$ cat src/rtl/abs_pkg.sv
// Shared types and constants for the Armijo backtracking step-size controller.
package abs_pkg;

	// Widths of the fixed-point formats.
	localparam int MERIT_W = 32;   // Q16.16 signed
	localparam int ALPHA_W = 24;   // Q8.16 unsigned
	localparam int COEF_W  = 16;   // Q0.16 unsigned
	localparam int COUNT_W = 8;
	localparam int CA_W    = ALPHA_W + COEF_W;  // c*alpha, Q8.32
	localparam int ACC_W   = 76;   // exact Q.48 test value plus margin
	localparam int CA_LO_W = 24;   // low slice of c*alpha fed to the multiplier
	localparam int PROD_W  = CA_LO_W + 1 + MERIT_W;

	// Configuration register indexes.
	localparam logic [2:0] REG_SEARCH_MODE = 3'd0;
	localparam logic [2:0] REG_INIT_STEP   = 3'd1;
	localparam logic [2:0] REG_SHRINK      = 3'd2;
	localparam logic [2:0] REG_DECREASE    = 3'd3;
	localparam logic [2:0] REG_LIMIT       = 3'd4;

	// Result kinds.
	localparam logic [1:0] RK_TRIAL = 2'd0;
	localparam logic [1:0] RK_DONE  = 2'd1;
	localparam logic [1:0] RK_ERROR = 2'd2;

	// Reset values of the configuration registers.
	localparam logic [ALPHA_W-1:0] INIT_STEP_RST = 24'd65536;
	localparam logic [COEF_W-1:0]  SHRINK_RST    = 16'd32768;
	localparam logic [COEF_W-1:0]  DECREASE_RST  = 16'd6554;
	localparam logic [COUNT_W-1:0] LIMIT_RST     = 8'd30;

	// Operation pending in the controller.
	typedef enum logic [1:0] {
		OP_START,
		OP_ERROR,
		OP_REPORT
	} op_t;

	typedef struct packed {
		logic                search_mode;
		logic [ALPHA_W-1:0]  initial_step;
		logic [COEF_W-1:0]   shrink_factor;
		logic [COEF_W-1:0]   decrease_coefficient;
		logic [COUNT_W-1:0]  backtrack_limit;
	} cfg_t;

	typedef struct packed {
		logic start_load;   // latch reference values and first alpha
		logic report_load;  // latch trial merit, update best, form c*alpha
		logic mac_lo;       // accumulate low slice product
		logic mac_hi;       // accumulate high slice product
		logic emit;         // write the output register
		op_t  kind;         // which result to form on emit
	} cmd_t;

	typedef struct packed {
		logic start_bad;    // directional mode with non-negative slope
		logic rule_met;     // sufficient decrease holds
		logic limit_hit;    // no more backtracks allowed
	} status_t;

endpackage

$ cat src/rtl/abs_ctrl.sv
// Controller state machine of the Armijo backtracking step-size controller.
module abs_ctrl
	import abs_pkg::*;
(
	input  logic    clk,
	input  logic    arst_n,
	input  logic    in_valid,
	output logic    in_ready,
	input  logic    func,
	output logic    out_valid,
	input  logic    out_ready,
	input  status_t status,
	output cmd_t    cmd
);

	typedef enum logic [1:0] {
		ST_IDLE,
		ST_MAC_LO,
		ST_MAC_HI,
		ST_FINISH
	} state_t;

	state_t state_q;
	op_t    op_q;
	logic   busy_q;
	logic   out_valid_q;
	logic   in_acc;
	logic   slot_free;

	assign in_ready  = (state_q == ST_IDLE);
	assign in_acc    = in_valid && in_ready;
	assign slot_free = !out_valid_q || out_ready;
	assign out_valid = out_valid_q;

	always_comb begin
		cmd             = '0;
		cmd.kind        = op_q;
		cmd.start_load  = in_acc && !func && !status.start_bad;
		cmd.report_load = in_acc && func && busy_q;
		cmd.mac_lo      = (state_q == ST_MAC_LO);
		cmd.mac_hi      = (state_q == ST_MAC_HI);
		cmd.emit        = (state_q == ST_FINISH) && slot_free;
	end

	always_ff @(posedge clk or negedge arst_n) begin
		if (!arst_n) begin
			state_q     <= ST_IDLE;
			op_q        <= OP_ERROR;
			busy_q      <= 1'b0;
			out_valid_q <= 1'b0;
		end else begin
			if (cmd.emit) begin
				out_valid_q <= 1'b1;
			end else if (out_ready) begin
				out_valid_q <= 1'b0;
			end
			unique case (state_q)
				ST_IDLE: begin
					if (in_acc) begin
						if (!func) begin
							if (status.start_bad) begin
								op_q   <= OP_ERROR;
								busy_q <= 1'b0;
							end else begin
								op_q   <= OP_START;
								busy_q <= 1'b1;
							end
							state_q <= ST_FINISH;
						end else if (busy_q) begin
							op_q    <= OP_REPORT;
							state_q <= ST_MAC_LO;
						end else begin
							op_q    <= OP_ERROR;
							state_q <= ST_FINISH;
						end
					end
				end
				ST_MAC_LO: state_q <= ST_MAC_HI;
				ST_MAC_HI: state_q <= ST_FINISH;
				ST_FINISH: begin
					if (slot_free) begin
						if (op_q == OP_REPORT && (status.rule_met || status.limit_hit)) begin
							busy_q <= 1'b0;
						end
						state_q <= ST_IDLE;
					end
				end
				default: state_q <= ST_IDLE;
			endcase
		end
	end

	// A report during a search always walks both accumulate steps before finishing.
	a_report_seq: assert property (@(posedge clk) disable iff (!arst_n)
		(in_acc && func && busy_q) |=>
			(state_q == ST_MAC_LO) ##1 (state_q == ST_MAC_HI) ##1 (state_q == ST_FINISH))
		else $error("report item did not follow the accumulate sequence");

	// A result only appears out of the finish state.
	a_emit_src: assert property (@(posedge clk) disable iff (!arst_n)
		$rose(out_valid_q) |-> $past(state_q) == ST_FINISH)
		else $error("result raised outside the finish state");

	// Only an accepted start item opens a search.
	a_busy_src: assert property (@(posedge clk) disable iff (!arst_n)
		$rose(busy_q) |-> $past(in_acc && !func))
		else $error("search opened without a start item");

endmodule

$ cat config.mk
export PLATFORM = sky130hd
export DESIGN_NAME = abs_ctrl
export DESIGN_NICKNAME = d
export VERILOG_FILES = /design/src/rtl/abs_pkg.sv /design/src/rtl/abs_ctrl.sv
export SDC_FILE = /design/constraint.sdc
export NUM_CORES = 1
export LEC_CHECK = 0
export BUFFER_PORTS_ARGS = -buffer_cell sky130_fd_sc_hd__buf_2
export CAP_MARGIN = 20
export CORE_AREA = 2 2 39 41
export DETAILED_ROUTE_END_ITERATION = 16
export DIE_AREA = 0 0 41 43
export GPL_TIMING_DRIVEN = 0
export RECOVER_POWER = 100
export SLEW_MARGIN = 40
export SYNTH_ARGS = -nofsm -noshare
export SYNTH_HDL_FRONTEND = slang
export SYNTH_SLANG_ARGS = --single-unit
$ cat constraint.sdc
create_clock -name clk -period 1.4 [get_ports clk]
set_input_delay 0.14 -clock clk [delete_from_list [all_inputs] [get_ports clk]]
set_output_delay 0.14 -clock clk [all_outputs]
set_load 0.1 [all_outputs]
Word level (Yosys, flattened, before mapping)
Index checks and enable logic that the tools add are counted.

Register bits after elaboration: 6. Input bits: 8. Output and inout bits: 9.

Equality and inequality tests: 8. Muxes and demuxes: 16. Reduce and logical (&&, ||, !) cells: 18.

Operator list (count): 2-to-1 mux 2 bit (6); 2-to-1 mux 1 bit (8); one-hot mux 2 bit (4 select lines) (1); logical AND 1 bit (7); equality test 2 bit, second input constant (3); AND reduction 5 bit (1); != test 2 x 1 -> 1 bit, second input constant (2); != test 2 bit, second input constant (2); AND reduction 2 bit (2); nonzero test 2 bit (2); zero test 1 bit (3); equality test 2 x 1 -> 1 bit, second input constant (1); zero test 2 bit (1); logical OR 1 bit (2); one-hot mux 1 bit (2 select lines) (1).

Depth between registers and ports, before layout
Gate-level depths: netlist (run 1).

Depth in word-level cells: 5. Mapped depth: 5. Gate-level depth less buffers: 5.

Worst setup path before layout (run 1)
OpenSTA, ideal clock, no wires.

Path type: reg2reg. Start: register state_q[0]. End: register op_q[1]. Library setup time: 72 ps. Arrival: 3055 ps. Required time: 1328 ps. Path slack: -1727 ps. Cell stages (with the launch flop): 6. Buffers on the path: 0. Cells stage by stage: dfrtp_1 inv_1 ha_1 nand2_1 nor2_1 a21o_1.

Cells in the longest elaborated chain, start to end: 3.

RTL lines: start, declared (line abs_ctrl.sv:23) `state_t state_q;`; start signal, assigned (line abs_ctrl.sv:47) `state_q <= ST_IDLE;`; start signal, assigned (line abs_ctrl.sv:68) `state_q <= ST_FINISH;`; start signal, assigned (line abs_ctrl.sv:71) `state_q <= ST_MAC_LO;`; zero test 2 bit * (line abs_ctrl.sv:30) `assign in_ready = (state_q == ST_IDLE);`; named net in_ready (line abs_ctrl.sv:8) `output logic in_ready,`; logical AND 1 bit (line abs_ctrl.sv:31) `assign in_acc = in_valid && in_ready;`; AND reduction 2 bit (no source line) *; end signal, assigned (line abs_ctrl.sv:48) `op_q <= OP_ERROR;`; end signal, assigned (line abs_ctrl.sv:62) `op_q <= OP_ERROR;`; end signal, assigned (line abs_ctrl.sv:65) `op_q <= OP_START;`; end, declared (line abs_ctrl.sv:24) `op_t op_q;`.

The timed path passes the listed nets; every way through them passes the cells marked *. A chain may end at the register's enable or synchronous reset.

==> impl_metrics.yaml, run 1 <==
outcome:
  outcome: "finished, violations left"
  violations: "setup timing"
floorplanning:
  fp.dieH_um: 43
  fp-row-count: 14
  start_util_pct: 29.5
  dieArea_sq_um: 1760
  num_io_pins: 17
  core-area_sq_um: 1380
  fp.dieW_um: 41
synthesis:
  synth_top_area_share_pct: 30.7
  netlist_instances: 39
  yosysTopAreaCell: "dfrtp_1"
  synthesis.nets: 52
  yosys_warnings: 0
  yosys_register_bits: 6
  synth-seq-area-share_pct: 37.1
  synth_cell_types: 20
  syn_area_sq_um: 408
  syn_avg_cell_area_sq_um: 10.5
  synthTopCellsByArea: "dfrtp_1 31%, ha_1 15%, dfstp_2 6.4%"
clocking:
  clock_latency_ps: 250
  cts_buffer_depth: 2
  cts.sinks: 6
  htreeDepth: 1
  cts_tree: "built"
  path_clk_slew_ps: 50
  clk_root_buffer_cell: "clkbuf_4"
  cts_buffers: 3
detailed_routing:
  routedWlPerCell_um: 11.4
  ant_nets: 0
  drt_wl_total_um: 990
  drt_iter0_markers: 1
  post-route-drc-count: 0
  viasPerCell: 4.52
  dr.pass1.iters: 3
  num_vias: 393
sta:
  rsz0062_at_grt: "yes"
  relSlewSlack_pct: 64.3
  hold_viol_final: 0
  max_freq_mhz: 660
  fin_crit_sh_pct: 108
  setup_ws_ps: -116
  setup_viol: 5
  worst_pin_slew_ps: 537
  whs_ps: 210
  fin_skew_ps: 6.84
  finalMaxSlewViolations: 0
  fin_crit_ps: 1520
setup_path:
  path_class: "register to output port"
  worstPathRequired_ps: 1260
  reg2regPathDepth: 6
  crit_arrival_ps: 1380
  critPathMaxFanout: 4
  path_cells: "inv_2, ha_4, and4bb_4, buf_12"
  crit_path_end_kind: "output port"
  cp_slowest_stage_delay_ps: 400
  critPathSlowestCell: "dfrtp_1"
  cp-start-kind: "register"
finish:
  fin_nets: 85
  syn2layout_area_growth_pct: 76.4
  diodes: 0
  drive_gt1_share_pct: 62.0
grt:
  grt_pass1_vias: 330
  antenna_found_initial: 0
  grtUsageTotal_pct: 11.3
  grt_max_degree: 7
  grt_first_pass_wirelength_um: 1330
  grt_overflow: 0
job:
  maxCapViolCount: 0
place:
  gp_congestion: 0.711
  place_hpwl_um: 641
  io_buffers: 16
hold_path:
  hold_depth: 3
  worstHoldPathType: "input port to register"
[final cells by class]
type / instances / area [sq um]
flip-flops and latches: 6 / 153
repair buffers: 28 / 229
clock buffers: 4 / 26.3
well taps: 16 / 20.0
inverters: 3 / 11.3
fillers: 129 / 664
multi-input cells: 30 / 280
[what timing repair did]
action	4_1_cts	5_1_grt
gates resized for setup	12	5
setup endpoints to repair	6	5
buffers inserted	3	8
pin swaps	1	2
endpoints found under the hold margin	6	0
hold buffers	1	0
[logic make-up after synthesis]
family                   share of synthesized area, %
AO/OA/AOI/OAI                                    15.6
adder cells (fa/ha/maj)                          15.3
buffers and inverters                            2.76
flip-flops                                       37.1
multiplexers                                     4.91
AND/OR/NAND/NOR                                  24.2
[sequential cells by signal, indices dropped and copies added, names as in the netlist]
signal / flops
op_q: 2
out_valid: 1
state_q: 2
busy_q: 1
[worst max-delay path, delay by kind of cell (launching register included)]
family                   cells  cell delay, ps
buffers and inverters        2             290
flip-flops                   1             400
adder cells (fa/ha/maj)      1             170
AND/OR/NAND/NOR              1             270
[metal layers]
layer | share of wire, % | up-vias | track usage [%]
li1 | - | 199 | -
met4 | 0 | 0 | 8.00
met5 | 0 | - | 0
met1 | 41 | 184 | 14.1
met3 | 5.2 | 0 | 1.57
met2 | 53 | 10 | 16.9
[through the flow]
stage | setup TNS (ps) | setup slack [ps] | instances | util [%] | cell area, sq um
2_1_floorplan | -1030 | -269 | 39 | - | 442
3_3_place_gp | -111 | -104 | 71 | 39.2 | 542
3_5_place_dp | -97.9 | -97.2 | 71 | 39.2 | 542
4_1_cts | -363 | -141 | 79 | 46.4 | 642
5_1_grt | -611 | -159 | 87 | 52.0 | 719
6_report | -320 | -116 | 87 | 52.0 | 719
[worst paths after layout]
| kind | endpoint | slack [ps] | startpoint |
|---|---|---|---|
| max in group asynchronous | op_q[0] | 810 | arst_n |
| max reg2reg | busy_q | 50 | state_q[1] |
| min in group asynchronous | state_q[1] | 290 | arst_n |
| min reg2reg | op_q[1] | 500 | op_q[1] |
| max | cmd[6] | -120 | state_q[0] |
| min | out_valid | 210 | out_ready |
[cells in the mapped netlist]
master    count
mux2i_1       2
o221ai_2      1
nand3b_1      1
a21o_1        1
ha_1          5
nand2_1       4
nand2b_1      2
nand3_1       1
o21ai_0       3
a22o_2        1
o211ai_1      1
nor2b_4       1
dfrtp_1       5
and2_1        1
inv_1         3
and4bb_1      1
a21oi_2       1
dfstp_2       1
nor2_1        3
nor4b_2       1
[cell usage in the layout, fill, tap and decap left out, types with 2 or more instances in the layout]
master / count
buf_12: 3
buf_2: 8
buf_4: 11
buf_6: 2
clkbuf_1: 2
clkbuf_2: 2
clkbuf_4: 3
dfrtp_1: 4
ha_1: 3
inv_2: 2
mux2i_1: 2
nand2_1: 3
nand2b_1: 2
nor2_1: 2
o21ai_0: 3
Power of run 1 is left out: the tool's default activity adds up to more than one toggle a clock period on the data nets, which glitch-free logic cannot reach.
==> inputs of run 2 (changes only) <==
SKIP_CTS_REPAIR_TIMING = 1   (was default)
==> run 2 against run 1 <==
Net effect:
- the flow still finishes with violations (setup timing)
- flip-flop and latch count unchanged
- clock skew about the same
- worst hold slack lost 0.76 ps
- cell count shrank 8.0%
- utilization decreased by 4.9 points
- register-to-register slack barely moved
- fmax shrank 0.98%
- cell area decreased by 9.4%
- via count shrank 8.7%
- critical path depth unchanged
- setup slack worse by 15 ps
- highest routed layer unchanged
==> impl_metrics.yaml, run 2 (synthesized netlist as in run 1, its figures left out) <==
sta:
  setup_viol: 4
  finalMaxSlewViolations: 0
  setup_ws_ps: -131
  rsz0062_at_grt: "yes"
  worst_pin_slew_ps: 487
  relSlewSlack_pct: 67.8
  whs_ps: 210
  hold_viol_final: 0
  fin_crit_ps: 1530
  max_freq_mhz: 653
  fin_skew_ps: 6.42
  fin_crit_sh_pct: 109
setup_path:
  crit_path_end_kind: "output port"
  critPathMaxFanout: 5
  critPathSlowestCell: "dfrtp_1"
  crit_arrival_ps: 1390
  cp-start-kind: "register"
  path_class: "register to output port"
  path_cells: "inv_2, ha_4, and4bb_4, buf_12"
  cp_slowest_stage_delay_ps: 410
  worstPathRequired_ps: 1260
floorplanning:
  fp-row-count: 14
  core-area_sq_um: 1380
  fp.dieH_um: 43
  fp.dieW_um: 41
  num_io_pins: 17
  start_util_pct: 29.5
  dieArea_sq_um: 1760
clocking:
  cts.sinks: 6
  clock_latency_ps: 250
  cts_buffers: 3
  cts_tree: "built"
  path_clk_slew_ps: 50
  clk_root_buffer_cell: "clkbuf_4"
  htreeDepth: 1
  cts_buffer_depth: 2
hold_path:
  worstHoldPathType: "input port to register"
grt:
  grt_pass1_vias: 284
  grt_max_degree: 7
  top_usage_layer: "met2"
  use_met3_pct: 1.57
  use_met1_pct: 13.1
  antenna_found_initial: 0
  grt_overflow: 0
  grtUsageTotal_pct: 10.1
  grt_first_pass_wirelength_um: 1170
  grtUsageMet2_pct: 14.1
place:
  place_hpwl_um: 641
  dpl.cell_count: 71
  place_worst_setup_slack_ps: -97.2
  io_buffers: 16
  gp_congestion: 0.711
finish:
  fin_nets: 78
  syn2layout_area_growth_pct: 59.8
  diodes: 0
  final_cell_mix: "10 x buf_2, 5 x buf_4, 4 x ha_1, 4 x dfrtp_1"
  fillCellCount: 138
  final-instance-count-excl-fill: 80
  layout.cells.most_common: "buf_2"
  drive_gt1_share_pct: 56.3
  reg_top3: "op_q (2), state_q (2)"
outcome:
  violations: "setup timing"
  outcome: "finished, violations left"
detailed_routing:
  post-route-drc-count: 0
  ant_nets: 0
  drt_iter0_markers: 2
  viasPerCell: 4.49
  num_vias: 359
  routedWlPerCell_um: 10.8
  dr.pass1.iters: 3
  drt_wl_total_um: 865
job:
  maxCapViolCount: 0
-- run 2: cell count changes in the layout (fill, tap and decap cells not counted), sizes merged --
| cell | delta |
|---|---|
| clkbuf | -2 |
| buf | -5 |
-- run 2: worst paths after layout --
kind,cells after the start,end,startpoint,slack [ps]
max,4,cmd[6],state_q[1],-130
min,3,out_valid,out_ready,210
max reg2reg,6,busy_q,state_q[1],40
min reg2reg,1,op_q[1],op_q[1],490
max in group asynchronous,2,op_q[0],arst_n,820
min in group asynchronous,2,state_q[1],arst_n,290
-- run 2: metrics by stage --
stage	setup TNS (ps)	instance area [sq um]	util, %
3_5_place_dp	-97.9	542	39.2
6_report	-341	652	47.1
5_1_grt	-583	652	47.1
4_1_cts	-1260	568	41.0
2_1_floorplan	-1030	442	-
3_3_place_gp	-111	542	39.2
-- run 2: critical path, delay by kind of cell (launching register included) --
kind          cells  cell delay, ps
flops             1             410
simple gates      1             270
buf+inv           2             290
fa+ha+maj         1             170
-- run 2: layout make-up --
class / instances / area, sq um / share of cell area, %
Multi-Input combinational cell: 30 / 278 / 42.6
Timing Repair Buffer: 21 / 164 / 25.1
Sequential cell: 6 / 153 / 23.4
Clock buffer: 4 / 26.3 / 4.03
Tap cell: 16 / 20.0 / 3.07
Inverter: 3 / 11.3 / 1.73
-- run 2: layer usage --
| metal | share of wire (%) | vias to the layer above |
|---|---|---|
| li1 | - | 186 |
| met1 | 44 | 163 |
| met2 | 50 | 10 |
| met3 | 5.7 | 0 |
| met4 | 0 | 0 |
| met5 | 0 | - |
Power of run 2 is left out for the same reason.
